## src/hw/rtl/afi_flip_angle_b1_map_unit_macros.svh

```systemverilog
// ----------------------------------------------------------------------------
// afi flip angle b1 map assertion macros
// concurrent check helpers for the rtl file that asserts
// ----------------------------------------------------------------------------
`ifndef AFI_FLIP_ANGLE_B1_MAP_UNIT_MACROS_SVH
`define AFI_FLIP_ANGLE_B1_MAP_UNIT_MACROS_SVH

// same-cycle implication, disabled during reset
`define AFM_CHECK(lbl, clk, rstn, ante, cons) \
    lbl: assert property (@(posedge clk) disable iff (!rstn) (ante) |-> (cons)) \
        else $error("afm check failed");

// next-cycle implication, disabled during reset
`define AFM_CHECK_NEXT(lbl, clk, rstn, ante, cons) \
    lbl: assert property (@(posedge clk) disable iff (!rstn) (ante) |=> (cons)) \
        else $error("afm next-cycle check failed");

`endif

```

## src/hw/rtl/afm_pkg.sv

```systemverilog
// ----------------------------------------------------------------------------
// afm package
// payload types, status codes, register indexes and fixed-point constants
// ----------------------------------------------------------------------------
package afm_pkg;

    typedef struct packed {
        logic [15:0] signal_first;
        logic [15:0] signal_second;
        logic        in_mask;
    } in_item_t;

    typedef struct packed {
        logic [15:0] flip_angle;
        logic [15:0] b1_ratio;
        logic [1:0]  status;
    } out_item_t;

    typedef enum logic [1:0] {
        STATUS_OK     = 2'd0,
        STATUS_MASKED = 2'd1,
        STATUS_ZERO   = 2'd2
    } status_t;

    localparam logic [1:0] REG_TR_RATIO      = 2'd0;
    localparam logic [1:0] REG_NOMINAL_ANGLE = 2'd1;
    localparam logic [1:0] REG_MASK_ENABLE   = 2'd2;

    // cordic word width and root word width
    localparam int ANG_W = 34;
    localparam int SQ_W  = 62;

    localparam logic signed [ANG_W-1:0] Q30_HALF_PI = 34'sd1686629713;
    localparam logic signed [ANG_W-1:0] Q30_PI      = 34'sd3373259426;
    // 180*256/pi in q16
    localparam logic [29:0] DEG_SCALE = 30'd961263669;
    localparam logic [15:0] FLIP_MAX  = 16'd46080;

    // atan(2^-step) in q30 radians
    function automatic logic signed [ANG_W-1:0] atan_q30(input int step);
        logic signed [ANG_W-1:0] r;
        case (step)
            0: r = 34'sd843314857;
            1: r = 34'sd497837829;
            2: r = 34'sd263043837;
            3: r = 34'sd133525159;
            4: r = 34'sd67021687;
            5: r = 34'sd33543516;
            6: r = 34'sd16775851;
            7: r = 34'sd8388437;
            8: r = 34'sd4194283;
            9: r = 34'sd2097149;
            default: begin
                if (step <= 30) r = ANG_W'(64'd1 << (30 - step));
                else r = '0;
            end
        endcase
        return r;
    endfunction

endpackage

```

## src/hw/rtl/afm_cordic_cell.sv

```systemverilog
// ----------------------------------------------------------------------------
// afm cordic vectoring cell
// one micro-rotation per cell, steering y toward zero
// ----------------------------------------------------------------------------
module afm_cordic_cell #(
    parameter int STEP = 0,
    parameter int SW   = 2
) (
    input  logic                             aclk,
    input  logic                             aresetn,
    input  logic                             en,
    input  logic                             in_valid,
    input  logic signed [afm_pkg::ANG_W-1:0] in_x,
    input  logic signed [afm_pkg::ANG_W-1:0] in_y,
    input  logic signed [afm_pkg::ANG_W-1:0] in_ang,
    input  logic [SW-1:0]                    in_side,
    output logic                             out_valid,
    output logic signed [afm_pkg::ANG_W-1:0] out_x,
    output logic signed [afm_pkg::ANG_W-1:0] out_y,
    output logic signed [afm_pkg::ANG_W-1:0] out_ang,
    output logic [SW-1:0]                    out_side
);

    localparam logic signed [afm_pkg::ANG_W-1:0] ATAN = afm_pkg::atan_q30(STEP);

    logic                             valid_reg;
    logic signed [afm_pkg::ANG_W-1:0] x_reg, x_next;
    logic signed [afm_pkg::ANG_W-1:0] y_reg, y_next;
    logic signed [afm_pkg::ANG_W-1:0] ang_reg, ang_next;
    logic [SW-1:0]                    side_reg;
    logic signed [afm_pkg::ANG_W-1:0] xs;
    logic signed [afm_pkg::ANG_W-1:0] ys;

    // rotate by +-atan(2^-step), floor shifts
    always_comb begin
        xs = in_x >>> STEP;
        ys = in_y >>> STEP;
        if (!in_y[afm_pkg::ANG_W-1]) begin
            x_next   = in_x + ys;
            y_next   = in_y - xs;
            ang_next = in_ang + ATAN;
        end else begin
            x_next   = in_x - ys;
            y_next   = in_y + xs;
            ang_next = in_ang - ATAN;
        end
    end

    always_ff @(posedge aclk) begin
        if (!aresetn) begin
            valid_reg <= 1'b0;
        end else if (en) begin
            valid_reg <= in_valid;
        end
    end

    always_ff @(posedge aclk) begin
        if (en) begin
            x_reg    <= x_next;
            y_reg    <= y_next;
            ang_reg  <= ang_next;
            side_reg <= in_side;
        end
    end

    assign out_valid = valid_reg;
    assign out_x     = x_reg;
    assign out_y     = y_reg;
    assign out_ang   = ang_reg;
    assign out_side  = side_reg;

endmodule

```

## config.mk

```make
export PLATFORM = sky130hd
export DESIGN_NAME = afm_cordic_cell
export DESIGN_NICKNAME = d
export VERILOG_FILES = /design/src/hw/rtl/afi_flip_angle_b1_map_unit_macros.svh /design/src/hw/rtl/afm_pkg.sv /design/src/hw/rtl/afm_cordic_cell.sv
export SDC_FILE = /design/constraint.sdc
export NUM_CORES = 1
export LEC_CHECK = 0
export ABC_AREA = 1
export BUFFER_PORTS_ARGS = -buffer_cell sky130_fd_sc_hd__buf_2
export CORE_ASPECT_RATIO = 0.5
export CORE_MARGIN = 2
export CORE_UTILIZATION = 59
export CTS_CLUSTER_SIZE = 10
export DETAILED_ROUTE_END_ITERATION = 8
export PLACE_DENSITY = 0.83
export SLEW_MARGIN = 0
export SYNTH_ARGS = -nofsm -noshare
export SYNTH_HDL_FRONTEND = slang
export SYNTH_SLANG_ARGS = --single-unit
export TNS_END_PERCENT = 30
```

## constraint.sdc

```tcl
create_clock -name aclk -period 2.8 [get_ports aclk]
set_input_delay 0.28 -clock aclk [delete_from_list [all_inputs] [get_ports aclk]]
set_output_delay 0.28 -clock aclk [all_outputs]
set_load 0.01 [all_outputs]
```

# Word-level counts from Yosys, hierarchy flattened
# Cells that the tools add are included.
# op_classes
n_eq_ne	0
order_cmp	0
add_sub_neg	5
n_div	0
shift	0
bitwise_logic	0
n_mux	3
n_reduce_logical	0
mul	0
# ops
op	count
two-way mux 34 bit	3
subtractor 34 bit	2
adder 34 x 31 -> 34 bit, second input constant	1
adder 34 bit	1
subtractor 34 x 31 -> 34 bit, second input constant	1
# totals
memories	0
elab_cells	13
latch_bits	0
output_inout_bits	105
reg_bits	105
ramBits	0
mem_bits_ro	0

# Longest topological paths before layout
# depth
depth_word	2
depth_mapped	18
mapped_depth_nobuf	17

# Worst setup path before layout
# OpenSTA, ideal clock, no wires.
# synth_path
path_type	in2reg
start	in in_y[33] (netlist name)
end	reg ang_reg (netlist bit out_ang[22]), data pin
n_path_buf	1
t_arrival_ns	1.986
setup_time_ns	0.259
required_ns	2.541
path_slack_ns	0.555
path_stages	10
cell_sequence	clkinv_1 -> buf_2 -> ha_1 -> a21oi_1 -> nand2_1 -> a21boi_0 -> o21ai_0 -> nand2_1 -> nand2_1 -> xor2_1
# synth_between
elab_chain_len	1
# synth_rtl
item	line_no	rtl
start: declaration	afm_cordic_cell.sv:14	input logic signed [afm_pkg::ANG_W-1:0] in_y,
two-way mux 34 bit	afm_cordic_cell.sv:38	if (!in_y[afm_pkg::ANG_W-1]) begin
via ang_next, one bit	afm_cordic_cell.sv:29	logic signed [afm_pkg::ANG_W-1:0] ang_reg, ang_next;
end signal: assignment	afm_cordic_cell.sv:61	ang_reg <= ang_next;
end: declaration	afm_cordic_cell.sv:29	
# The timed path passes the listed nets, and every way through them passes these cells.
# A chain may end at the register's enable or synchronous reset.

# Worst setup path after layout
# layout_path
start	in in_x[7] (netlist name)
end	reg y_reg (netlist bit out_y[18]), data pin
# layout_between
elab_chain_len	2
elab_cells_between_ends	3
cone_classes	add/sub (2); mux (1)
# layout_rtl
item	line_no	rtl
start: declaration	afm_cordic_cell.sv:13	input logic signed [afm_pkg::ANG_W-1:0] in_x,
subtractor 34 bit / adder 34 bit (equally long branches)	afm_cordic_cell.sv:40, afm_cordic_cell.sv:44	
two-way mux 34 bit *	afm_cordic_cell.sv:38	
via y_next, one bit	afm_cordic_cell.sv:28	logic signed [afm_pkg::ANG_W-1:0] y_reg, y_next;
end signal: assignment	afm_cordic_cell.sv:60	y_reg <= y_next;
end: declaration	afm_cordic_cell.sv:28	
# Mark *: on every way through the listed nets, which the timed path passes. The rest lies on a longest branch.

==> run metrics <==
status finished clean; syn nets 2,105; Worst R2R Start out_valid$_SDFFE_PN0P_; Die Wd 208 um; P_sw 0.00249 W; share of total power in the clock network 21.9%; DRT antenna net count 0; CP Capture Point out_y[18]$_DFFE_PP_; R2R Path End out_valid$_SDFFE_PN0P_; Fin. Hold Viols 0; clock skew 0 ps; worst hold slack 79.9 ps; CP Launch Type input port; GPL Wtd Cong 1.00; # H-tree levels 3; Clock Sinks 104; num rows 37; post-CTS sizing 0; nets 2,302; R2R cell count 2; Clock transition at path regs 70 ps; Area Growth Syn to Fin 13.0%; Initial DRC Count 1,519; CTS tree done; Setup violations, final 0; Num CTS Buffers 9; Synth cell types 49; Power Density 435 mW/mm2; Slew Limit Headroom 48.0%; Worst setup EP type flip-flop; max_cap viols 0; I/O pin cnt 213; detailed-route via count 13,445; sequential element share of the synthesized area 25.4%; R2R setup slack 2150 ps; Worst Path Arrival 2420 ps; Fillers 1,921; CTS Root Cell clkbuf_16; Slew Viols, Final 0; timing startpoint of the critical path in_x[7]; Combinational Power Share 43.6%; vias in the first global route 12,010; DR pass1 iterations 7; dpl ws 192 ps; synthesis warning total 0; Mean Syn Cell Area 6.59 um2; synthesized area 0.0123 mm2; Die H 106 um; Residual DRC 0; Initial Util 60.0%; routed wire length 40,300 um; switching share of power 41.3%; minimum clock period 2300 ps; most frequent cells in the layout nand2_1 (522), inv_1 (241), buf_2 (211), a21oi_1 (173), nor2_1 (166); critical path required time 2930 ps; largest net degree at the start of global routing 69; first-pass GRT wire length 62,200 um; number of port buffers 212; die footprint 0.0221 mm2; vias per cell 5.75; Post-CTS Hold Buffers 0; Worst Max-Slew Pin Slew 780 ps; Worst Path Max Fanout 11; grt ovf 0; Hold Path Class in2reg; clock latency on the worst-skew pair 370 ps; setup ws final 503 ps; Core Box Area 0.0205 mm2; drt wl/cell 17.3 um; internal power 0.00355 W; worst vdd ir 0.000307 V; leakage power 7.13 nW; Gate Count Post-Synth 1,862; Tot GR Track Use 36.0%; fmax 435 MHz; post-route clock period utilization 82.0%; setup TNS 0 ps; initial antenna violation count 2; commonest non-fill, non-tap cell in the layout nand2_1; share of layout cells above drive strength 1 14.4%; part of the power in registers 34.5%; post-CTS setup buffers 0; Seq cells post-synth 104; DP HPWL 33,200 um; RSZ-0062 raised after global routing false; CP Class in2reg; Longest Clk Path Bufs 2
==> power groups by stage <==
stage / registers (W) / logic [W] / clock network (W)
final: 0.00209 / 0.00263 / 0.00132
after global routing: 0.00210 / 0.00289 / 0.00140
after CTS: 0.00209 / 0.00257 / 0.00133
after detailed placement: 0.00212 / 0.00256 / 0
after global placement: 0.00211 / 0.00253 / 0
after floorplan: 0.00223 / 0.00156 / 0
==> registers in the layout, indices dropped and copies added (netlist names) <==
name	count
out_side	2
out_valid	1
out_ang	34
out_y	33
out_x	34
==> worst min path at each step <==
stage	start	to	slack, ps	depth (start not counted)
6_report	in_side[1]	out_side[1]$_DFFE_PP_	80	1
5_1_grt	in_side[0]	out_side[0]$_DFFE_PP_	70	1
4_1_cts	in_side[1]	out_side[1]$_DFFE_PP_	70	1
3_5_place_dp	in_side[1]	out_side[1]$_DFFE_PP_	460	1
3_3_place_gp	in_side[1]	out_side[1]$_DFFE_PP_	460	1
2_1_floorplan	en	out_valid$_SDFFE_PN0P_	370	1
==> stage by stage <==
| step | std cells | util (%) | cell area, um2 | power, W |
|---|---|---|---|---|
| 2_1_floorplan | 1862 | - | 12300 | 0.00379 |
| 4_1_cts | 2337 | 67.8 | 13900 | 0.00599 |
| 6_report | 2338 | 67.8 | 13900 | 0.00604 |
| 3_5_place_dp | 2321 | 66.3 | 13600 | 0.00468 |
| 3_3_place_gp | 2321 | 66.3 | 13600 | 0.00464 |
| 5_1_grt | 2338 | 67.8 | 13900 | 0.00639 |
==> synth_stat cells, drive strengths merged <==
library cell | number | area [um2]
and2 | 2 | 12.5
a21boi | 3 | 22.5
xor2 | 43 | 377
o211ai | 4 | 40.0
nand3b | 2 | 18.8
nand4 | 16 | 100
nor4 | 7 | 56.3
o21a | 5 | 37.5
o221ai | 1 | 8.76
o21bai | 23 | 173
a211oi | 1 | 7.51
o22ai | 5 | 31.3
a21o | 13 | 97.6
nand2 | 531 | 2020
a21oi | 174 | 875
buf | 35 | 219
nand3 | 161 | 811
fa | 4 | 80.1
or2 | 7 | 43.8
edfxtp | 103 | 3090
nor3 | 20 | 115
ha | 131 | 1640
clkinv | 1 | 3.75
inv | 260 | 976
a31oi | 2 | 12.5
o21ai | 111 | 563
nand2b | 1 | 6.26
clkbuf | 7 | 26.3
dfxtp | 1 | 20.0
xnor2 | 8 | 70.1
o31ai | 6 | 45.0
nor2 | 174 | 678
==> logic make-up (layout without fill, tap and decap cells) <==
family / count (synthesis) / count (layout) / share of synthesized area (%)
and+or+nand+nor: 921 / 921 / 31.5
AOI/OAI and AO/OA: 348 / 348 / 15.6
buffers and inverters: 303 / 505 / 9.98
adders and majority gates: 135 / 135 / 14.0
DFF: 104 / 104 / 25.4
xor gates and xnor gates: 51 / 51 / 3.64
other: 0 / 1 / 0
==> cell type report <==
cell class	instances	area (um2)	share of cell area, %
Multi-Input combinational cell	1455	7940	57.3
Sequential cell	104	3110	22.4
Timing Repair Buffer	228	1200	8.62
Inverter	261	980	7.06
Tap cell	273	342	2.46
Clock buffer	10	239	1.72
Clock inverter	6	57.6	0.415
Antenna cell	1	2.50	0.0180
==> worst max-delay path, cell delays in order <==
cell and delay [ps]:
buf_2 100, inv_1 40, ha_1 550, nand2_1 240
nor2_1 230, and2_1 170, nand2_1 100, nand3_1 200
a21oi_1 130, or2_0 220, nand3_1 80, nand2_1 70
==> routing by layer <==
layer / vias up / routed length [um] / global-route usage, % / share of wire [%]
li1: 6496 / - / - / -
met3: 97 / 4450 / 6.59 / 11
met2: 749 / 17800 / 57.9 / 44
met4: 2 / 1270 / 12.4 / 3.1
met5: - / 13 / 0 / 0.032
met1: 6101 / 16800 / 49.0 / 42
Power figures use the tool's default switching activity.
