`config.mk`:
```
export PLATFORM = sky130hd
export DESIGN_NAME = afm_sqrt_cell
export DESIGN_NICKNAME = d
export VERILOG_FILES = /design/src/hw/rtl/afi_flip_angle_b1_map_unit_macros.svh /design/src/hw/rtl/afm_pkg.sv /design/src/hw/rtl/afm_sqrt_cell.sv
export SDC_FILE = /design/constraint.sdc
export NUM_CORES = 1
export LEC_CHECK = 0
export BUFFER_PORTS_ARGS = -buffer_cell sky130_fd_sc_hd__buf_4
export CAP_MARGIN = 5
export CORE_MARGIN = 3
export CORE_UTILIZATION = 35
export CTS_CLUSTER_SIZE = 30
export DETAILED_ROUTE_END_ITERATION = 16
export PLACE_DENSITY_LB_ADDON = 0.08
export SETUP_SLACK_MARGIN = 0.15
export SLEW_MARGIN = 20
export SYNTH_ARGS = -nofsm -noshare
export SYNTH_HDL_FRONTEND = slang
export SYNTH_SLANG_ARGS = --single-unit
```
`constraint.sdc`:
```
create_clock -name aclk -period 3.8 [get_ports aclk]
set_input_delay 0.57 -clock aclk [delete_from_list [all_inputs] [get_ports aclk]]
set_output_delay 0.57 -clock aclk [all_outputs]
set_load 0.03 [all_outputs]
```
`src/hw/rtl/afi_flip_angle_b1_map_unit_macros.svh`:
```
// ----------------------------------------------------------------------------
// afi flip angle b1 map assertion macros
// concurrent check helpers for the rtl file that asserts
// ----------------------------------------------------------------------------
`ifndef AFI_FLIP_ANGLE_B1_MAP_UNIT_MACROS_SVH
`define AFI_FLIP_ANGLE_B1_MAP_UNIT_MACROS_SVH

// same-cycle implication, disabled during reset
`define AFM_CHECK(lbl, clk, rstn, ante, cons) \
    lbl: assert property (@(posedge clk) disable iff (!rstn) (ante) |-> (cons)) \
        else $error("afm check failed");

// next-cycle implication, disabled during reset
`define AFM_CHECK_NEXT(lbl, clk, rstn, ante, cons) \
    lbl: assert property (@(posedge clk) disable iff (!rstn) (ante) |=> (cons)) \
        else $error("afm next-cycle check failed");

`endif

```
`src/hw/rtl/afm_pkg.sv`:
```
// ----------------------------------------------------------------------------
// afm package
// payload types, status codes, register indexes and fixed-point constants
// ----------------------------------------------------------------------------
package afm_pkg;

    typedef struct packed {
        logic [15:0] signal_first;
        logic [15:0] signal_second;
        logic        in_mask;
    } in_item_t;

    typedef struct packed {
        logic [15:0] flip_angle;
        logic [15:0] b1_ratio;
        logic [1:0]  status;
    } out_item_t;

    typedef enum logic [1:0] {
        STATUS_OK     = 2'd0,
        STATUS_MASKED = 2'd1,
        STATUS_ZERO   = 2'd2
    } status_t;

    localparam logic [1:0] REG_TR_RATIO      = 2'd0;
    localparam logic [1:0] REG_NOMINAL_ANGLE = 2'd1;
    localparam logic [1:0] REG_MASK_ENABLE   = 2'd2;

    // cordic word width and root word width
    localparam int ANG_W = 34;
    localparam int SQ_W  = 62;

    localparam logic signed [ANG_W-1:0] Q30_HALF_PI = 34'sd1686629713;
    localparam logic signed [ANG_W-1:0] Q30_PI      = 34'sd3373259426;
    // 180*256/pi in q16
    localparam logic [29:0] DEG_SCALE = 30'd961263669;
    localparam logic [15:0] FLIP_MAX  = 16'd46080;

    // atan(2^-step) in q30 radians
    function automatic logic signed [ANG_W-1:0] atan_q30(input int step);
        logic signed [ANG_W-1:0] r;
        case (step)
            0: r = 34'sd843314857;
            1: r = 34'sd497837829;
            2: r = 34'sd263043837;
            3: r = 34'sd133525159;
            4: r = 34'sd67021687;
            5: r = 34'sd33543516;
            6: r = 34'sd16775851;
            7: r = 34'sd8388437;
            8: r = 34'sd4194283;
            9: r = 34'sd2097149;
            default: begin
                if (step <= 30) r = ANG_W'(64'd1 << (30 - step));
                else r = '0;
            end
        endcase
        return r;
    endfunction

endpackage

```
`src/hw/rtl/afm_sqrt_cell.sv`:
```
// ----------------------------------------------------------------------------
// afm integer square root cell
// one result bit per cell of the digit-by-digit root
// ----------------------------------------------------------------------------
module afm_sqrt_cell #(
    parameter int BIT_POS = 60,
    parameter int SW      = 34
) (
    input  logic                     aclk,
    input  logic                     aresetn,
    input  logic                     en,
    input  logic                     in_valid,
    input  logic [afm_pkg::SQ_W-1:0] in_v,
    input  logic [afm_pkg::SQ_W-1:0] in_res,
    input  logic [SW-1:0]            in_side,
    output logic                     out_valid,
    output logic [afm_pkg::SQ_W-1:0] out_v,
    output logic [afm_pkg::SQ_W-1:0] out_res,
    output logic [SW-1:0]            out_side
);

    localparam logic [afm_pkg::SQ_W-1:0] BIT = afm_pkg::SQ_W'(1) << BIT_POS;

    logic                     valid_reg;
    logic [afm_pkg::SQ_W-1:0] v_reg, v_next;
    logic [afm_pkg::SQ_W-1:0] res_reg, res_next;
    logic [SW-1:0]            side_reg;
    logic [afm_pkg::SQ_W-1:0] trial;

    // compare against res + bit and update
    always_comb begin
        trial = in_res + BIT;
        if (in_v >= trial) begin
            v_next   = in_v - trial;
            res_next = (in_res >> 1) + BIT;
        end else begin
            v_next   = in_v;
            res_next = in_res >> 1;
        end
    end

    always_ff @(posedge aclk) begin
        if (!aresetn) begin
            valid_reg <= 1'b0;
        end else if (en) begin
            valid_reg <= in_valid;
        end
    end

    always_ff @(posedge aclk) begin
        if (en) begin
            v_reg    <= v_next;
            res_reg  <= res_next;
            side_reg <= in_side;
        end
    end

    assign out_valid = valid_reg;
    assign out_v     = v_reg;
    assign out_res   = res_reg;
    assign out_side  = side_reg;

endmodule

```
== Word-level counts from Yosys, hierarchy flattened ==
Cells that the tools add are included.
Word-level totals
  register bits after elaboration: 159
  latch bits: 0
  memory bits (writable): 0
  bits in read-only memories: 0
  output and inout bits: 159
  logic and storage cells: 11
  memories kept: 0
Operators by class
  $add $sub $neg: 3
  multipliers: 0
  divide/modulo/power cells: 0
  order comparisons: 1
  equal/unequal tests: 0
  shift-type cells: 0
  multiplexer cells: 2
  bitwise logic cells: 0
  reduce and logical (&&, ||, !) cells: 0
Operator list (count)
  61-bit by 61-bit adder with 62-bit output, second input constant: 1
  62-bit by 61-bit adder with 62-bit output, second input constant: 1
  62-bit greater-or-equal comparator: 1
  62-bit 2-to-1 mux: 1
  62-bit subtractor: 1
  61-bit 2-to-1 mux: 1

== Depth between registers and ports, before layout ==
  depth after elaboration: 3
  depth in mapped cells: 16
  gate-level depth less buffers: 14

== Least setup slack after synthesis ==
No wires, ideal clock.
  kind: input to register
  start: input port in_v[0] (netlist name)
  end: register v_reg (netlist bit out_v[13]) (data pin)
  setup time: 260 ps
  data arrival time: 3472 ps
  required time: 3540 ps
  path slack: 68 ps
  stages: 14
  cell sequence: inv_1 -> ha_1 -> inv_1 -> fa_1 -> a211oi_2 -> o21ai_1 -> o2111a_1 -> o211ai_1 -> nand3_1 -> a31o_1 -> a211o_1 -> a221o_1 -> buf_4 -> mux2_4
Between the ends
  word-level cells in the longest chain between the ends: 2
  elaborated cells on any way between the ends: 3
  classes of those cells: add/sub (1); order compare (1); mux (1)
RTL lines
  from (decl): RTL line afm_sqrt_cell.sv:13  | input logic [afm_pkg::SQ_W-1:0] in_v,
  62-bit subtractor or 62-bit greater-or-equal comparator (tied branches): RTL line afm_sqrt_cell.sv:34, afm_sqrt_cell.sv:33
  62-bit 2-to-1 mux (*): RTL line afm_sqrt_cell.sv:33  | if (in_v >= trial) begin
  via v_next (one bit): RTL line afm_sqrt_cell.sv:25  | logic [afm_pkg::SQ_W-1:0] v_reg, v_next;
  to (signal assigned): RTL line afm_sqrt_cell.sv:52  | v_reg <= v_next;
  to (decl): RTL line afm_sqrt_cell.sv:25
Mark *: on every way through the listed nets, which the timed path passes. The rest lies on a longest branch.
A chain may end at the register's enable or synchronous reset.

== Final worst setup path ==
  start: input port in_v[0] (netlist name)
  end: register v_reg (netlist bit out_v[49]) (data pin)
The elaborated chain is that of the path after synthesis.

==> results by group <==
Timing
  – Final worst path period share: 0.9738
  – # setup viols final: 0
  – Fmax achieved: 270.2 MHz
  – Setup tns final: 0 ns
  – Worst relative slew slack: 0.7029
  – Final Hold Vio Count: 0
  – RSZ-0062 raised after global routing: yes
  – WHS: 0.3059 ns
  – Worst-Margin Slew: 0.4417 ns
  – Worst Setup Slack, final: 0.09958 ns
  – Fin crit period: 3.700 ns
  – Slew Limit Fails: 0
  – Worst Skew: 0 ns

Power and ir drop
  – PwrDens: 435.6 mW/mm^2
  – Pint: 4.002 mW
  – Gate power share: 0.349
  – Switching Fraction: 0.3500
  – Reg power frac: 0.360
  – Clock Power Share: 0.290
  – P_leak: 6.314 nW
  – Switch Pwr: 2.155 mW
  – Peak supply drop: 0.2214 mV

Placement
  – I/O Buffers: 320
  – Worst slack, placed: -0.2452 ns
  – Placed Area: 0.01310 sq mm
  – Post-DP HPWL: 23,170 um
  – Placer Congestion: 0.8491

Hold path
  – Hold depth: 1
  – Worst hold endpoint: out_side[23]$_DFFE_PP_
  – Worst hold start: in_side[23]
  – HP Class: input port to flip-flop

Clock tree
  – Cts bufs inserted: 17
  – Worst-path clk slew: 0.08 ns
  – Clock sinks: 159
  – CTS tree: built
  – H-Tree Depth: 4
  – Root Buffer: clkbuf_16
  – Cts hold-fix bufs: 0
  – Longest Clk Path Bufs: 2
  – Clk_lat worst skew: 0.43 ns

Route
  – Via count: 8,464
  – Post-route ant nets: 0
  – Vias per Instance: 4.994
  – Number of DRC markers in iteration 0: 390
  – DRC: 0
  – First-pass DRT Iterations: 5
  – Drt total wl: 30,820 um
  – WL per Instance: 18.18 um

Logic synthesis
  – Synth Cell Area: 0.009423 sq mm
  – Main combinational cell family by area after synthesis: compound AO/OA/AOI/OAI gates
  – Syn Nets: 1,125
  – Seq/Total Area, Yosys: 0.5056
  – Simple-gate portion of the synthesized area: 0.1093
  – Yosys cell types: 59
  – Synth Area in Adders: 0.08445
  – Post-Syn Instances: 900
  – FFs w/ async S/R, synth: 0
  – Post-synthesis compound-gate area fraction: 0.1749
  – Synth Register Bits: 159
  – Synth Flop Type: edfxtp_1
  – Post-synthesis mux area share: 0.02443
  – YS warnings: 0
  – Synth area leader: edfxtp_1
  – XOR/XNOR Fraction of Synth Area: 0.05298
  – Top-area cell type share of the netlist area: 0.5035
  – Post-synth EDFFs: 158
  – Mapped Avg Cell Area: 10.47 sq um
  – Synth top area cells: edfxtp_1 50%, ha_1 8.2%, a21oi_1 6.8%

Floorplan
  – Die height: 170.1 um
  – Starting Density: 0.3586
  – I/O Pins: 321
  – Core area: 0.02628 sq mm
  – Die area: 0.02893 sq mm
  – Die W: 170.1 um
  – FP Rows: 59

Setup path
  – Crit path largest cell delay: 0.52 ns
  – Data arrival time of the worst path: 3.89 ns
  – Internal reg-to-reg setup slack: 3.19 ns
  – CP max stage cell: a221o_4
  – Startpoint types: input port
  – Crit path cell chain: buf_8 -> inv_4 -> ha_4 -> inv_4 -> fa_2 -> a211oi_2 -> o21ai_2 -> o2111a_1 -> o211ai_1 -> nand3_1 -> a31o_1 -> a211o_1 -> a221o_4 -> clkbuf_16 -> mux2_4
  – Crit path top cell by count: inv_4
  – WP buf/inv: 4
  – CP required: 3.99 ns
  – CP Class: input port to flip-flop
  – Critical path endpoint category: flip-flop
  – Critical R2R Capture: out_valid$_SDFFE_PN0P_
  – Worst-path maximum fanout: 7
  – Worst r2r path cells: 2
  – FF-to-FF Start: out_valid$_SDFFE_PN0P_
  – CP top delay family: compound AO/OA/AOI/OAI gates

Global route
  – Antenna violations before repair: 1
  – Largest net degree at the start of global routing: 61
  – GRT Total Usage: 0.1915
  – Vias in the first global route: 8,249
  – Gr ovfl total: 0
  – First-pass GRT wire length: 43,730 um

Cells and area
  – Multi-input logic area: 0.004392 sq mm
  – Share of layout cells above drive strength 1: 0.4099
  – Finished Core Util: 0.5378
  – Most common cell after layout, fill and taps aside: buf_4
  – Commonest non-fill, non-tap cells in the layout: 432 x buf_4, 158 x edfxtp_1, 125 x a21oi_1, 80 x inv_1
  – Total Nets Final: 1,571
  – Reg area: 0.004765 sq mm
  – FILL cells: 2,453
  – Synth-to-layout area growth: 49.98%
  – Post-route cell area: 0.01413 sq mm

Job
  – MaxCap Viol Count: 0

Outcome
  – Status: finished, final reports clean
timing repair:
action / CTS / global route
gates resized for setup: 0 / 73
buffers inserted: 0 / 5
setup endpoints to repair: 0 / 40
Yosys cell counts (all sizes together) (2+ instances only):
| library cell | count |
|---|---|
| nand2b | 4 |
| nor3 | 7 |
| clkbuf | 15 |
| edfxtp | 158 |
| xor2 | 24 |
| nand4 | 14 |
| nor2b | 7 |
| nand3 | 14 |
| nand3b | 3 |
| ha | 62 |
| inv | 82 |
| or2 | 2 |
| a31o | 4 |
| o211ai | 4 |
| o21ai | 42 |
| a311oi | 2 |
| nor4 | 8 |
| a21o | 19 |
| and3 | 7 |
| and4 | 2 |
| mux2i | 2 |
| o311ai | 2 |
| o2111ai | 2 |
| buf | 13 |
| or3 | 6 |
| a21boi | 6 |
| a211oi | 7 |
| xnor2 | 33 |
| and2 | 6 |
| a41oi | 2 |
| a21oi | 128 |
| mux2 | 14 |
| o21bai | 16 |
| nor2 | 82 |
| a221oi | 5 |
| o21a | 6 |
| a31oi | 8 |
| nand2 | 61 |
| a211o | 2 |
| o31ai | 6 |
worst max path at each step:
stage,start,to,slack (ns),cells past startpoint
finish,in_v[0],out_v[49]$_DFFE_PP_,0.1,15
global route,in_v[0],out_v[0]$_DFFE_PP_,0.01,17
CTS,in_v[0],out_v[21]$_DFFE_PP_,0.20,15
detailed placement,in_v[0],out_v[21]$_DFFE_PP_,-0.25,15
global placement,in_v[0],out_v[21]$_DFFE_PP_,-0.17,15
floorplan,in_v[0],out_v[13]$_DFFE_PP_,0.13,14
through the flow:
step	std cells	total power [mW]
floorplan	900	3.384
global placement	1650	4.234
detailed placement	1650	4.247
CTS	1682	6.053
global route	1695	6.431
finish	1695	6.156
cell families (layout without fill, tap and decap cells):
group,after synthesis,after routing
simple gates,224,224
buf+inv,110,569
xor+xnor,57,57
fa+ha+maj,63,63
mux,16,16
flops,159,159
compound gates,271,271
other cells,0,1
power groups by stage:
stage	clock [mW]	sequential (mW)	combinational, mW
2_1_floorplan	0	2.65	0.733
3_3_place_gp	0	2.26	1.98
3_5_place_dp	0	2.26	1.99
4_1_cts	1.83	2.22	2.00
5_1_grt	1.89	2.24	2.30
6_report	1.79	2.22	2.15
flip-flops by register name, indices dropped and copies added (netlist names):
name       cells
out_res       62
out_side      34
out_valid      1
out_v         62
final cells by class:
type | count | area share
inverters | 82 | 0.02213
clock buffers | 17 | 0.03010
multi-input cells | 631 | 0.3108
flip-flops and latches | 159 | 0.3371
repair buffers | 455 | 0.2583
clock inverters | 15 | 0.01178
diodes | 1 | 0.0001771
well taps | 335 | 0.02966
per-layer routing:
| metal | wire length [um] | global-route usage |
|---|---|---|
| met2 | 14130 | 0.3050 |
| met4 | 665 | 0.06455 |
| met1 | 13920 | 0.2592 |
| met3 | 2106 | 0.04297 |
| met5 | 0 | 0 |
(Power assumes the default switching activity.)
