===== config.mk =====
export PLATFORM = sky130hd
export DESIGN_NAME = afm_div_cell
export DESIGN_NICKNAME = d
export VERILOG_FILES = /design/src/hw/rtl/afi_flip_angle_b1_map_unit_macros.svh /design/src/hw/rtl/afm_div_cell.sv
export SDC_FILE = /design/constraint.sdc
export NUM_CORES = 1
export LEC_CHECK = 0
export BUFFER_PORTS_ARGS = -buffer_cell sky130_fd_sc_hd__clkbuf_2
export CAP_MARGIN = 20
export CORE_UTILIZATION = 25
export DETAILED_ROUTE_END_ITERATION = 7
export GPL_TIMING_DRIVEN = 0
export PLACE_DENSITY = 0.44
export SLEW_MARGIN = 0
export SYNTH_ARGS = -nofsm -noshare
export SYNTH_HDL_FRONTEND = slang
export SYNTH_SLANG_ARGS = --single-unit

===== constraint.sdc =====
create_clock -name aclk -period 4.3 [get_ports aclk]
set_input_delay 0.43 -clock aclk [delete_from_list [all_inputs] [get_ports aclk]]
set_output_delay 0.43 -clock aclk [all_outputs]
set_load 0.005 [all_outputs]

===== src/hw/rtl/afi_flip_angle_b1_map_unit_macros.svh =====
// ----------------------------------------------------------------------------
// afi flip angle b1 map assertion macros
// concurrent check helpers for the rtl file that asserts
// ----------------------------------------------------------------------------
`ifndef AFI_FLIP_ANGLE_B1_MAP_UNIT_MACROS_SVH
`define AFI_FLIP_ANGLE_B1_MAP_UNIT_MACROS_SVH

// same-cycle implication, disabled during reset
`define AFM_CHECK(lbl, clk, rstn, ante, cons) \
    lbl: assert property (@(posedge clk) disable iff (!rstn) (ante) |-> (cons)) \
        else $error("afm check failed");

// next-cycle implication, disabled during reset
`define AFM_CHECK_NEXT(lbl, clk, rstn, ante, cons) \
    lbl: assert property (@(posedge clk) disable iff (!rstn) (ante) |=> (cons)) \
        else $error("afm next-cycle check failed");

`endif


===== src/hw/rtl/afm_div_cell.sv =====
// ----------------------------------------------------------------------------
// afm restoring divider cell
// one quotient bit per cell: shift remainder, trial subtract, pass on
// ----------------------------------------------------------------------------
module afm_div_cell #(
    parameter int RW = 32,
    parameter int QW = 30,
    parameter int SW = 4
) (
    input  logic          aclk,
    input  logic          aresetn,
    input  logic          en,
    input  logic          in_valid,
    input  logic [RW-1:0] in_rem,
    input  logic [RW-1:0] in_div,
    input  logic [QW-1:0] in_q,
    input  logic [SW-1:0] in_side,
    output logic          out_valid,
    output logic [RW-1:0] out_rem,
    output logic [QW-1:0] out_q,
    output logic [SW-1:0] out_side
);

    logic          valid_reg;
    logic [RW-1:0] rem_reg, rem_next;
    logic [QW-1:0] q_reg, q_next;
    logic [SW-1:0] side_reg;
    logic [RW:0]   shifted;
    logic [RW:0]   diff;
    logic          take;

    // trial subtraction
    always_comb begin
        shifted  = {in_rem, 1'b0};
        diff     = shifted - {1'b0, in_div};
        take     = shifted >= {1'b0, in_div};
        rem_next = take ? diff[RW-1:0] : shifted[RW-1:0];
        q_next   = {in_q[QW-2:0], take};
    end

    always_ff @(posedge aclk) begin
        if (!aresetn) begin
            valid_reg <= 1'b0;
        end else if (en) begin
            valid_reg <= in_valid;
        end
    end

    always_ff @(posedge aclk) begin
        if (en) begin
            rem_reg  <= rem_next;
            q_reg    <= q_next;
            side_reg <= in_side;
        end
    end

    assign out_valid = valid_reg;
    assign out_rem   = rem_reg;
    assign out_q     = q_reg;
    assign out_side  = side_reg;

endmodule


* Word level (Yosys, flattened, before mapping) *
Cells that the tools add are included.

word-level totals
  bits in registers = 67
  bits of input ports = 102
  output and inout bits = 67
  logic and storage cells = 8

operators by class
  $add $sub $neg = 1
  order comparisons = 1
  muxes and demuxes = 1

operators with widths
  cell              count
  $ge A33 B32 Y1    1
  $mux W32          1
  $sub A32 B32 Y32  1

* Depth between registers and ports, before layout *
Gate-level depths: netlist (run 1).

  depth after elaboration = 2
  gate-level depth with buffers = 13
  gate-level depth less buffers = 10

* Worst setup path before layout (run 1) *
No wires, ideal clock.

  kind = input to register
  from = input port in_div[5]
  to = register rem_reg[10] (netlist: out_rem[10]), data pin
  arrival = 2424 ps
  slack = 1621 ps
  stages on the path = 11
  path through = inv_1 ha_1 and2_1 a221o_1 o311ai_2 a31o_2 o2111a_1 a21o_1 buf_6 buf_6 o21ai_2

on the way
  cells in the longest elaborated chain, start to end = 2
  elaborated cells between the ends (all ways) = 3

ends and longest elaborated chain
  element                                             RTL line                                text
  start, declared                                     afm_div_cell.sv:15                      input logic [RW-1:0] in_div,
  $sub A32 B32 Y32 or $ge A33 B32 Y1 (tied branches)  afm_div_cell.sv:35, afm_div_cell.sv:36
  $mux W32 *                                          afm_div_cell.sv:37                      rem_next = take ? diff[RW-1:0] : shifted[RW-1:0];
  net rem_next[10]                                    afm_div_cell.sv:25                      logic [RW-1:0] rem_reg, rem_next;
  end signal, assigned                                afm_div_cell.sv:51                      rem_reg <= rem_next;
  end, declared                                       afm_div_cell.sv:25

Mark *: on every way through the listed nets, which the timed path passes. The rest lies on a longest branch.
A chain may end at the register's enable or synchronous reset.

* Worst setup path in the final report (run 1) *
  from = input port in_rem[4]
  to = register rem_reg[24] (netlist: out_rem[24]), data pin

on the way
  cells in the longest elaborated chain, start to end = 2
  elaborated cells between the ends (all ways) = 3

ends and longest elaborated chain
  element                                             RTL line                                text
  start, declared                                     afm_div_cell.sv:14                      input logic [RW-1:0] in_rem,
  $sub A32 B32 Y32 or $ge A33 B32 Y1 (tied branches)  afm_div_cell.sv:35, afm_div_cell.sv:36
  $mux W32 *                                          afm_div_cell.sv:37
  net rem_next[24]                                    afm_div_cell.sv:25

Marked as above.

==> results of run 1 <==
-- registers in the layout, summed over array words and instances (netlist names) --
name,count
out_rem,32
out_valid,1
out_q,30
out_side,4
-- through the flow --
stage / worst slack, ns / instance area [µm²] / util [%] / std cells / power, mW
2_1_floorplan: 1.621 / 4418 / - / 425 / 1.212
3_3_place_gp: 1.146 / 5535 / 32.00 / 817 / 1.434
3_5_place_dp: 1.143 / 5565 / 32.18 / 818 / 1.439
4_1_cts: 1.488 / 5889 / 34.05 / 834 / 2.281
5_1_grt: 1.292 / 5889 / 34.05 / 834 / 2.371
6_report: 1.498 / 5889 / 34.05 / 834 / 2.240
-- worst max-delay path, delay by kind of cell --
kind | cells | cell delay [ns]
adders and majority gates | 1 | 0.35
AOI/OAI and AO/OA | 6 | 1.43
and+or+nand+nor | 1 | 0.19
buffers and inverters | 3 | 0.46
-- how the worst min path moves through the flow --
| stage | from | to | cells past startpoint |
|---|---|---|---|
| 2_1_floorplan | out_valid | out_valid | 2 |
| 3_3_place_gp | out_valid | out_valid | 2 |
| 3_5_place_dp | out_valid | out_valid | 2 |
| 4_1_cts | in_q[11] | out_q[12] | 1 |
| 5_1_grt | in_q[7] | out_q[8] | 1 |
| 6_report | in_q[11] | out_q[12] | 1 |
-- logic make-up after synthesis --
group | count (synthesis) | share of synthesized area, %
muxes | 2 | 0.4531
DFF | 67 | 45.31
xor gates and xnor gates | 28 | 5.551
and+or+nand+nor | 113 | 12.21
buffers and inverters | 55 | 5.947
AOI/OAI and AO/OA | 127 | 21.01
adders and majority gates | 33 | 9.516
-- synthesized netlist by cell type (2+ instances only) --
master | n | area, µm²
o211ai_1 | 4 | 30.03
inv_1 | 41 | 153.9
nor3_1 | 4 | 20.02
o31ai_1 | 3 | 22.52
a221o_1 | 3 | 30.03
and3_1 | 3 | 18.77
nor2_1 | 18 | 67.56
mux2i_1 | 2 | 20.02
clkbuf_1 | 7 | 26.28
or2_2 | 2 | 12.51
nand3_1 | 10 | 50.05
nand2_1 | 49 | 183.9
a21o_1 | 16 | 120.1
a211oi_1 | 4 | 30.03
a21oi_1 | 27 | 135.1
o21ai_2 | 30 | 262.8
or3_1 | 2 | 12.51
buf_6 | 6 | 67.56
o31a_1 | 2 | 17.52
xor2_1 | 16 | 140.1
o21a_1 | 4 | 30.03
o21ai_0 | 12 | 60.06
ha_1 | 32 | 400.4
nor2b_1 | 4 | 25.02
nand4_1 | 8 | 50.05
o211a_1 | 2 | 20.02
edfxtp_1 | 66 | 1982
nand3b_1 | 4 | 30.03
xnor2_1 | 12 | 105.1
o21bai_1 | 5 | 37.54
nand2b_1 | 4 | 25.02
a31oi_1 | 2 | 12.51
and2_1 | 3 | 18.77
-- placed cells by master, fill, tap and decap left out, drive strengths merged, types with 5 or more instances in the layout --
| cell | n |
|---|---|
| a21o | 16 |
| a21oi | 27 |
| buf | 8 |
| clkbuf | 183 |
| edfxtp | 66 |
| ha | 32 |
| inv | 44 |
| nand2 | 49 |
| nand3 | 10 |
| nand4 | 9 |
| nor2 | 18 |
| o21ai | 43 |
| o21bai | 5 |
| xnor2 | 12 |
| xor2 | 16 |
-- routing by layer --
layer / vias to the layer above / global-route usage, % / part of all wire [%]
li1: 1911 / - / -
met1: 1687 / 17.42 / 46
met2: 118 / 22.94 / 46
met3: 7 / 3.566 / 7.4
met4: 0 / 3.933 / 1.0
met5: - / 0 / 0
-- power groups by stage --
stage	clock (mW)	combinational, mW	sequential, mW
after global routing	0.873	0.651	0.847
after floorplan	0	0.348	0.864
after CTS	0.851	0.589	0.841
after global placement	0	0.580	0.854
final	0.823	0.578	0.839
after detailed placement	0	0.586	0.854
-- area by class of cell --
class,instances,area (µm²)
Timing Repair Buffer,168,865.8
Sequential cell,67,2002
Buffer,14,108.9
Clock inverter,7,98.84
Inverter,41,153.9
Fill cell,1820,11410
Clock buffer,9,225.2
Multi-Input combinational cell,303,2153
Tap cell,225,281.5
==> reports/results.env, run 1 <==
CLK_LAT_WORST_SKEW_NS=0.33
DRV_SLEW=0
FINALCRITPERIODSHARE_PCT=65.15
FIRSTDRTPASSITERS=4
FIRST_ITER_VIOLATIONS=131
CLOCK_SKEW_NS=0
DATA_REQUIRED_TIME_OF_THE_CRITICAL_PATH_NS=4.37
FLOP_AND_LATCH_COUNT_OUT_OF_SYNTHESIS=67
SWITCHING_SHARE_PCT=28.98
GRT.OVERFLOW.TOTAL=0
POST_ROUTE_CELLS_DRIVE_ABOVE_1_SHARE_PCT=37.27
POST_SYNTH.CELL_AREA_AVG_UM2=10.40
GRT_FIRST_PASS_WIRELENGTH_UM=19460
YS_DOMINANT_REG_CELL='edfxtp_1'
FMAXACHIEVABLE_MHz=356.9
HOLD_PATH_CLASS='in -> reg'
CTS_TREE='done'
PORT_BUFS=167
TOTALWIRELENGTH_UM=12190
YS_ASYNC_SR_FRACTION_PCT=0
WORSTSETUPSTARTPOINT='in_rem[4]'
P_PER_AREA_nW_PER_UM2=380.4
TIMING.REG2REG.SETUP_SLACK_NS=3.70
IR_DROP_mV=0.1546
CLK_PIN_SLEW_NS=0.06
POST-ROUTE-DRC-COUNT=0
DESIGN.DIE.AREA_UM2=18210
SETUP_VIOLATIONS=0
RSZ0062_AT_GRT='false'
ROW_COUNT=48
P_LEAK_nW=2.747
CRIT_PATH_MAX_FANOUT=10
WORST_EP_ARRIVAL_TIME_NS=2.87
COMBINATIONALPOWERSHARE_PCT=25.8
TRACK_USAGE_PCT=13.75
MAX_SLEW_MARGIN_PCT=69.84
CRITICAL_PATH.SLOWEST_CELL='a221o_1'
SYNTH_SEQ_AREA_SHARE_PCT=45.31
DETAILROUTE.VIA_COUNT=3723
HOLD_VIOLATIONS=0
YOSYSUNIQUECELLTYPES=51
LAYOUT-AREA-OVERHEAD-VS-SYNTH_PCT=33.31
YS.WARNINGS.COUNT=0
TIGHTEST_SLEW_NS=0.4525
TIMING.REG2REG.WORST_PATH_DEPTH=2
INTERNAL_POWER_mW=1.591
CTS_HOLD_REPAIR.BUFFERS=0
DPL.HPWL_UM=9618
ROUTED_VIA_DENSITY=4.464
CLKSINKCOUNT=67
PATH_CELLS='clkbuf_2 > ha_1 > and2_1 > a221o_1 > o311ai_2 > a31o_2 > o2111a_1 > a21o_1 > buf_6 > buf_8 > o21ai_2'
FIN_TNS_SETUP_NS=0
CTS_ROOT_BUF='clkbuf_16'
PLACE_CONGESTION=0.7781
CRITICAL-PATH-MAX-STAGE-DELAY_NS=0.39
FIRST_GLOBAL_VIAS=3867
NUMBER_OF_ANTENNA_CELLS_INSERTED=0
FINAL_NETS=739
TOP_LEVEL_PORT_COUNT=169
SYNTH_EDF_COUNT=66
SYNTH_CELLS=425
MAPPEDNETLISTNETS=560
SEQ_POWER_SHARE_PCT=37.5
PIN_COUNT_OF_THE_BIGGEST_NET_ENTERING_GLOBAL_ROUTING=65
DRV_CAP=0
DIE_H_UM=134.9
CRITICALPATHCATEGORY='in -> reg'
FLOORPLAN.DIE.WIDTH_UM=134.9
SYNTH_AREA_UM2=4418
P_SW_mW=0.6492
CLOCK_PATH_BUFFERS=2
FINALHOLDWORSTSLACK_NS=0.2708
TRITONCTS.NUM_BUFFERS=9
SHARE_CLK_OF_TOTAL_POWER_PCT=36.8
POST-ROUTE-MIN-PERIOD_NS=2.802
REG2REG_TO='out_valid'
PLACEABLECOREAREA_UM2=17300
ANTENNA_FOUND_INITIAL=0
POSTCTSSETUPBUFFERS=0
INITIAL_CORE_UTIL_PCT=25.54
ENDPOINT_KIND='register'
RUN_STATUS='completed'
WORST_SETUP_PATH_ENDPOINT='out_rem[24]'
POST_DRT_WL_PER_CELL_UM=14.62
DRTANTENNAVIOLNETS=0
CRITICAL_PATH.STARTPOINT_TYPE='input port'
CTS-HTREE-LEVELS=3
REG2REG_FROM='out_valid'
NUMBER_OF_INSTANCES_RESIZED_DURING_POST_CTS_REPAIR=0
Power figures use the tool's default switching activity.
==> run 2: changes to the inputs <==
--- a/config.mk
+++ b/config.mk
@@ -5,12 +5,13 @@
 export SDC_FILE = /design/constraint.sdc
 export NUM_CORES = 1
 export LEC_CHECK = 0
+export ABC_AREA = 1
 export BUFFER_PORTS_ARGS = -buffer_cell sky130_fd_sc_hd__clkbuf_2
 export CAP_MARGIN = 20
 export CORE_UTILIZATION = 25
 export DETAILED_ROUTE_END_ITERATION = 7
 export GPL_TIMING_DRIVEN = 0
-export PLACE_DENSITY = 0.44
+export PLACE_DENSITY = 0.45
 export SLEW_MARGIN = 0
 export SYNTH_ARGS = -nofsm -noshare
 export SYNTH_HDL_FRONTEND = slang
==> constraint.sdc (replaced) <==
create_clock -name aclk -period 2.5 [get_ports aclk]
set_input_delay 0.25 -clock aclk [delete_from_list [all_inputs] [get_ports aclk]]
set_output_delay 0.25 -clock aclk [all_outputs]
set_load 0.005 [all_outputs]
==> run 2 against run 1 <==
  * The run now ends with DRC left
  * Synthesized area up 17%
  * Total power increased by 66%
  * Worst hold slack worse by 0.20 ns
  * Cell count rose by 40%
  * Highest routed layer unchanged
  * Worst setup slack lost 0.90 ns
  * Final area up 13%
  * Non-clock buffer count shrank 4
  * Sequential power increased by 70%
  * Largest cell class unchanged
  * Routed wire length is 25% higher
==> reports/results.env, run 2 <==
RUN_STATUS='finished, violations left'  # was completed
VIOLATIONS='DRC'
ROW_COUNT=52  # was 48
PLACE_CONGESTION=0.8648  # was 0.7781
CRITICAL-PATH-TOP-CELL-BY-COUNT='nand2_1'
TRACK_USAGE_PCT=14.99  # was 13.75%
DETAILROUTE.VIA_COUNT=4784  # was 3723
POST-ROUTE-MIN-PERIOD_NS=1.899
YS_DOMINANT_REG_CELL='edfxtp_1'  # unchanged
NUMBER_OF_INSTANCES_RESIZED_DURING_POST_CTS_REPAIR=0  # unchanged
DRV_CAP=0  # unchanged
ENDPOINT_KIND='register'  # unchanged
PATH_CELLS='clkbuf_2 > inv_1 > ha_1 > nand2_1 > nor2_1 > nand2_1 > nor2_1 > nand2_1 > nand2_1 > nor2_4 > buf_2 > nand3_1 > nand2_1'  # was clkbuf_2 > ha_1 > and2_1 > a221o_1 > o311ai_2 > a31o_2 > o2111a_1 > a21o_1 > buf_6 > buf_8 > o21ai_2
COMBINATIONAL_FAMILY_WITH_THE_MOST_AREA_AFTER_SYNTHESIS='simple AND/OR/NAND/NOR gates'  # was compound AO/OA/AOI/OAI gates
DATA_REQUIRED_TIME_OF_THE_CRITICAL_PATH_NS=2.60  # was 4.37 ns
CTS-HTREE-LEVELS=3  # unchanged
IR_DROP_mV=0.2604  # was 0.1546 mV
LAYOUT_COMMONEST_CELL='nand2_1'  # was clkbuf_2
DESIGN.DIE.AREA_UM2=21210  # was 18210 µm²
SYNTH_EDF_COUNT=66  # unchanged
YOSYSUNIQUECELLTYPES=28  # was 51
POST_SYNTH.CELL_AREA_AVG_UM2=7.193  # was 10.40 µm²
SYNTH_XOR_XNOR_AREA_SHARE_PCT=2.377  # was 5.551%
MAPPEDNETLISTNETS=852  # was 560
MUXSHAREOFSYNTHAREA_PCT=0  # was 0.4531%
GRT.OVERFLOW.TOTAL=0  # unchanged
HOLD_PATH_CLASS='in -> reg'  # unchanged
NETLIST.AREA_LEADER.SHARE_PCT=38.43  # was 44.86%
POSTCTSSETUPBUFFERS=0  # unchanged
FINAL_NETS=1031  # was 739
FLOORPLAN.DIE.WIDTH_UM=145.6  # was 134.9 µm
FINALHOLDWORSTSLACK_NS=0.07474  # was 0.2708 ns
SYNTH.LARGEST_AREA_CELL='edfxtp_1'  # unchanged
CLK_LAT_WORST_SKEW_NS=0.34  # was 0.33 ns
FIRST_ITER_VIOLATIONS=172  # was 131
CLOCK_PATH_BUFFERS=2  # unchanged
POST_ROUTE_CELLS_DRIVE_ABOVE_1_SHARE_PCT=23.75  # was 37.27%
YOSYS.AREA_SHARE.SIMPLE_PCT=35.47  # was 12.21%
DIE_H_UM=145.6  # was 134.9 µm
YS_ASYNC_SR_FRACTION_PCT=0  # unchanged
CRITICAL_PATH_BUF_INV_COUNT=3  # unchanged
PIN_COUNT_OF_THE_BIGGEST_NET_ENTERING_GLOBAL_ROUTING=53  # was 65
REG2REG_FROM='out_valid'  # unchanged
FIRSTDRTPASSITERS=8  # was 4
CRIT_PATH_MAX_FANOUT=10  # unchanged
CTS_TREE='done'  # unchanged
RSZ0062_AT_GRT='false'  # unchanged
CLOCK_SKEW_NS=0  # unchanged
SYNTHTOPCELLSBYCOUNT='nand2_1 (276), inv_1 (150), edfxtp_1 (66)'  # was edfxtp_1 (66), nand2_1 (49), inv_1 (41)
NUMBER_OF_FLIP_FLOPS_IN_THE_LARGEST_REGISTER=32  # unchanged
TOP_LEVEL_PORT_COUNT=169  # unchanged
TIMING.REG2REG.WORST_PATH_DEPTH=2  # unchanged
FLOP_AND_LATCH_COUNT_OUT_OF_SYNTHESIS=67  # unchanged
CRITICAL_PATH.SLOWEST_CELL='ha_1'  # was a221o_1
WORST_PATH_DOMINANT_CELL_FAMILY='simple AND/OR/NAND/NOR gates'  # was compound AO/OA/AOI/OAI gates
GRT_FIRST_PASS_WIRELENGTH_UM=24560  # was 19460 µm
YS.WARNINGS.COUNT=0  # unchanged
TRITONCTS.NUM_BUFFERS=9  # unchanged
CRITICALPATHCATEGORY='in -> reg'  # unchanged
HOLD_VIOLATIONS=0  # unchanged
POST-ROUTE-DRC-COUNT=1  # was 0
TIGHTEST_SLEW_NS=0.3731  # was 0.4525 ns
CLK_PIN_SLEW_NS=0.06  # about the same
DRTANTENNAVIOLNETS=0  # unchanged
START_POINT_OF_THE_WORST_MIN_DELAY_PATH='in_q[12]'  # was in_q[11]
TIMING.REG2REG.SETUP_SLACK_NS=1.86  # was 3.70 ns
FIN_TNS_SETUP_NS=0  # unchanged
CTS_HOLD_REPAIR.BUFFERS=0  # unchanged
PORT_BUFS=167  # unchanged
CLKSINKCOUNT=67  # unchanged
SYNTH_AREA_UM2=5157  # was 4418 µm²
CELL_WITH_THE_MOST_INSTANCES_AFTER_SYNTHESIS='nand2_1'  # was edfxtp_1
P_PER_AREA_nW_PER_UM2=558.7  # was 380.4 nW/µm²
FINALCRITPERIODSHARE_PCT=75.94
TOTALWIRELENGTH_UM=15260  # was 12190 µm
WORST_EP_ARRIVAL_TIME_NS=2.00  # was 2.87 ns
FMAXACHIEVABLE_MHz=526.7
SYNTH_CELLS=717  # was 425
SYNTH-ADDER-AREA-SHARE_PCT=8.151  # was 9.516%
CRITICAL-PATH-MAX-STAGE-DELAY_NS=0.34  # was 0.39 ns
REG2REG_TO='out_valid'  # unchanged
LAYOUT-AREA-OVERHEAD-VS-SYNTH_PCT=29.02  # was 33.31%
FIRST_GLOBAL_VIAS=4787  # was 3867
CRITICAL_PATH.STARTPOINT_TYPE='input port'  # unchanged
SYNTH_SEQ_AREA_SHARE_PCT=38.82  # was 45.31%
LAYOUT.CELLS.MOST_COMMON_LIST='nand2_1 (276), clkbuf_2 (166), inv_1 (150)'  # was clkbuf_2 (166), edfxtp_1 (66), nand2_1 (49)
PLACEABLECOREAREA_UM2=20230  # was 17300 µm²
NUMBER_OF_ANTENNA_CELLS_INSERTED=0  # unchanged
MAX_SLEW_MARGIN_PCT=75.03  # was 69.84%
HOLDPATHSTAGES=1  # unchanged
P_LEAK_nW=3.704  # was 2.747 nW
CTS_ROOT_BUF='clkbuf_16'  # unchanged
POST_DRT_WL_PER_CELL_UM=13.03  # was 14.62 µm
DRV_SLEW=0  # unchanged
DPL.HPWL_UM=12880  # was 9618 µm
SETUP_VIOLATIONS=0  # unchanged
SYNTH-COMPOUND-AREA-SHARE_PCT=2.717  # was 21.01%
INITIAL_CORE_UTIL_PCT=25.49  # was 25.54%
ROUTED_VIA_DENSITY=4.085  # was 4.464
ANTENNA_FOUND_INITIAL=0  # unchanged
HOLD_PATH_END='out_q[13]'  # was out_q[12]
SYNTH_AREA_LEADERS='edfxtp_1 (38%), nand2_1 (20%), inv_1 (11%)'  # was edfxtp_1 (45%), ha_1 (9.1%), o21ai_2 (5.9%)
run 2: cell types whose count changed after synthesis, sizes merged, moves of 6 or more:
cell / change
o21ai: -41
clkbuf: -7
nand3: +56
inv: +109
xnor2: -11
nand3b: +6
a21o: -14
nor2: +21
nand4: -6
nand2: +232
run 2: cell families (layout without fill, tap and decap cells):
kind of cell	after synthesis	after routing
simple gates	416	416
xor+xnor	14	14
buf+inv	160	344
fa+ha+maj	33	33
flops	67	67
compound gates	27	27
run 2: area by class of cell:
class / count / area, µm²
fill: 2300 / 13580
multi-input combinational: 490 / 2512
sequential: 67 / 2002
timing repair buffer: 168 / 865.8
inverter: 150 / 563.0
tap: 270 / 337.8
clock buffer: 9 / 225.2
buffer: 10 / 80.08
clock inverter: 7 / 67.56
run 2: where the power goes:
group | total, mW | internal [mW] | switching (mW)
clock network | 1.29 | 0.768 | 0.522
logic | 1.00 | 0.396 | 0.604
registers | 1.43 | 1.39 | 0.0325
run 2: per-stage QoR:
step / util, % / total power [mW] / area, µm² / std cells / setup slack [ns]
global route: 32.88 / 3.969 / 6654 / 1171 / 0.3401
floorplan: - / 2.051 / 5157 / 717 / 0.6805
global placement: 31.29 / 2.461 / 6331 / 1154 / 0.2283
CTS: 32.88 / 3.790 / 6654 / 1171 / 0.5723
finish: 32.88 / 3.717 / 6654 / 1171 / 0.6015
detailed placement: 31.44 / 2.468 / 6361 / 1155 / 0.2068
run 2: routing by layer:
metal  vias to the layer above  track usage (%)  wire (µm)
li1                       2588                -          -
met4                         0            5.579        228
met5                         -                0          0
met2                       140            23.80       6624
met1                      2040            19.97       7569
met3                        16            3.166        838
run 2: worst register-to-register path: stages, from the launching register on:
cell and delay [ns]:
dfxtp_1 0.31, o21ai_0 0.16, a21oi_1 0.06
run 2: how the worst max path moves through the flow:
| stage | depth (start not counted) | startpoint | end |
|---|---|---|---|
| 2_1_floorplan | 15 | in_div[3] | out_rem[30] |
| 3_3_place_gp | 13 | in_div[24] | out_rem[3] |
| 3_5_place_dp | 13 | in_div[21] | out_rem[3] |
| 4_1_cts | 13 | in_div[21] | out_rem[3] |
| 5_1_grt | 13 | in_div[21] | out_rem[24] |
| 6_report | 13 | in_div[23] | out_rem[17] |
==> run 3: changes to the inputs <==
--- a/config.mk
+++ b/config.mk
@@ -11,7 +11,7 @@
 export CORE_UTILIZATION = 25
 export DETAILED_ROUTE_END_ITERATION = 7
 export GPL_TIMING_DRIVEN = 0
-export PLACE_DENSITY = 0.45
+export PLACE_DENSITY = 0.43
 export SLEW_MARGIN = 0
 export SYNTH_ARGS = -nofsm -noshare
 export SYNTH_HDL_FRONTEND = slang
==> constraint.sdc (replaced) <==
create_clock -name aclk -period 1.9 [get_ports aclk]
set_input_delay 0.19 -clock aclk [delete_from_list [all_inputs] [get_ports aclk]]
set_output_delay 0.19 -clock aclk [all_outputs]
set_load 0.005 [all_outputs]
==> run 3 against run 2 <==
  * The run now ends clean
  * Clock power grew 57%
  * Via count is the same
  * Non-clock buffer count grew 1
  * Die area is the same
  * Sequential power grew 31%
  * Largest cell class unchanged
  * Largest power group is now the clock network
  * Highest routed layer unchanged
==> reports/results.env, run 3 (synthesis gave the netlist of run 2 again) <==
NUMBER_OF_ANTENNA_CELLS_INSERTED=0  # unchanged
MAX_SLEW_MARGIN_PCT=73.79  # was 75.03%
RUN_STATUS='completed'  # was finished, violations left
DPL.HPWL_UM=12790  # was 12880 µm
DATA_REQUIRED_TIME_OF_THE_CRITICAL_PATH_NS=2.00  # was 2.60 ns
FIRSTDRTPASSITERS=5  # was 8
CLKSINKCOUNT=67  # unchanged
ENDPOINT_KIND='register'  # unchanged
LAYOUT_COMMONEST_CELL='nand2_1'  # unchanged
CRITICAL_PATH_BUF_INV_COUNT=3  # unchanged
DRV_SLEW=0  # unchanged
DRTANTENNAVIOLNETS=0  # unchanged
LAYOUT_SETUP_WS_NS=0.08901  # was 0.6015 ns
PORT_BUFS=167  # unchanged
DETAILROUTE.VIA_COUNT=4784  # unchanged
CLOCK_PATH_BUFFERS=2  # unchanged
DIE_H_UM=145.6  # unchanged
TRITONCTS.NUM_BUFFERS=9  # unchanged
FIRST_ITER_VIOLATIONS=199  # was 172
CTS_ROOT_BUF='clkbuf_16'  # unchanged
CLK_PIN_SLEW_NS=0.06  # about the same
LAYOUT.CELLS.MOST_COMMON_LIST='nand2_1 (272), clkbuf_2 (166), inv_1 (150)'  # was nand2_1 (276), clkbuf_2 (166), inv_1 (150)
WORST_PATH_DOMINANT_CELL_FAMILY='simple AND/OR/NAND/NOR gates'  # unchanged
PLACE_CONGESTION=0.8386  # was 0.8648
ROUTED_VIA_DENSITY=4.082  # was 4.085
TIGHTEST_SLEW_NS=0.3902  # was 0.3731 ns
CLK_LAT_WORST_SKEW_NS=0.34  # about the same
FINAL-INSTANCE-COUNT-EXCL-FILL=1172  # was 1171
CRIT_PATH_MAX_FANOUT=10  # unchanged
CRITICALPATHCATEGORY='in -> reg'  # unchanged
SETUP_VIOLATIONS=0  # unchanged
NUMBER_OF_FLIP_FLOPS_IN_THE_LARGEST_REGISTER=32  # unchanged
POST_ROUTE_CELLS_DRIVE_ABOVE_1_SHARE_PCT=26.16  # was 23.75%
FINALCRITPERIODSHARE_PCT=95.32
WORST_EP_ARRIVAL_TIME_NS=1.91  # was 2.00 ns
TOP_LEVEL_PORT_COUNT=169  # unchanged
PATH_CELLS='clkbuf_2 > inv_1 > ha_1 > nand2_1 > nor2_1 > nand3_1 > nand3_4 > nand2_2 > nand2_2 > nand2_4 > buf_2 > nand3_1 > nand2_1'  # was clkbuf_2 > inv_1 > ha_1 > nand2_1 > nor2_1 > nand2_1 > nor2_1 > nand2_1 > nand2_1 > nor2_4 > buf_2 > nand3_1 > nand2_1
FIRST_GLOBAL_VIAS=4764  # was 4787
FILLERINSTANCES=2270  # was 2300
DESIGN.DIE.AREA_UM2=21210  # unchanged
DP.CELLS=1155  # unchanged
CTS-HTREE-LEVELS=3  # unchanged
DRV_CAP=0  # unchanged
POST-ROUTE-DRC-COUNT=0  # was 1
ANTENNA_FOUND_INITIAL=0  # unchanged
CRITICAL-PATH-MAX-STAGE-DELAY_NS=0.34  # about the same
GRT.OVERFLOW.TOTAL=0  # unchanged
TRACK_USAGE_PCT=15.14  # was 14.99%
CRITICAL_PATH.STARTPOINT_TYPE='input port'  # unchanged
FINALCOREUTILIZATION_PCT=33.64  # was 32.88%
FINAL_NETS=1032  # was 1031
P_PER_AREA_nW_PER_UM2=771.6  # was 558.7 nW/µm²
HOLD_PATH_CLASS='in -> reg'  # unchanged
IR_DROP_mV=0.4649  # was 0.2604 mV
DP_SLACK_NS=-0.3344  # was 0.2068 ns
GRT_FIRST_PASS_WIRELENGTH_UM=24900  # was 24560 µm
INITIAL_CORE_UTIL_PCT=25.49  # unchanged
CTS_TREE='done'  # unchanged
POWER_mW=5.252  # was 3.717 mW
FMAXACHIEVABLE_MHz=552.2
HOLD_VIOLATIONS=0  # unchanged
LAYOUT-AREA-OVERHEAD-VS-SYNTH_PCT=31.97  # was 29.02%
CRITICAL_PATH.SLOWEST_CELL='ha_1'  # unchanged
TOTALWIRELENGTH_UM=15580  # was 15260 µm
POST_DRT_WL_PER_CELL_UM=13.30  # was 13.03 µm
FLOORPLAN.DIE.WIDTH_UM=145.6  # unchanged
PIN_COUNT_OF_THE_BIGGEST_NET_ENTERING_GLOBAL_ROUTING=51  # was 53
ROW_COUNT=52  # unchanged
PLACEABLECOREAREA_UM2=20230  # unchanged
POST-ROUTE-MIN-PERIOD_NS=1.811
P_LEAK_nW=3.739  # was 3.704 nW
CLOCK_SKEW_NS=0  # unchanged
## run 3: area by class of cell
type | instances | area [µm²] | share of cell area (%)
timing repair buffer | 169 | 875.8 | 12.87
clock inverter | 7 | 121.4 | 1.783
clock buffer | 9 | 225.2 | 3.309
buffer | 10 | 82.58 | 1.213
multi-input combinational | 490 | 2599 | 38.18
sequential | 67 | 2002 | 29.41
tap | 270 | 337.8 | 4.963
inverter | 150 | 563.0 | 8.272
## run 3: final timing paths
kind / from / end / slack (ns) / cells past startpoint
worst min-delay path: in_q[25] / out_q[26] / 0.02 / 1
worst max-delay path: in_div[6] / out_rem[3] / 0.09 / 13
worst max register to register: out_valid / out_valid / 1.27 / 2
worst min register to register: out_valid / out_valid / 0.54 / 2
## run 3: stage by stage
| stage | TNS, ns | hold WS [ns] | instance area [µm²] |
|---|---|---|---|
| global placement | -15.46 | 0.3672 | 6331 |
| CTS | 0 | 0.001859 | 6718 |
| finish | 0 | 0.01698 | 6807 |
| global route | -0.03314 | 0.003954 | 6807 |
| detailed placement | -9.358 | 0.3686 | 6361 |
| floorplan | 0 | 0.2835 | 5157 |
## run 3: timing repair
item                                    4_1_cts  5_1_grt
setup buffers                                 0        0
endpoints found under the setup margin        0       31
hold endpoints to repair                      1        0
hold buffers                                  1        0
gates resized for setup                       0       25
## run 3: layer usage
metal | GRT usage, % | routed length, µm
met2 | 23.94 | 6727
met5 | 0 | 0
met1 | 20.86 | 7796
met4 | 3.789 | 185
met3 | 3.354 | 872
## run 3: power breakdown
group          internal (mW)  switching (mW)
logic                  0.540           0.821
clock network           1.29           0.724
registers               1.83          0.0409
total                   3.67            1.59
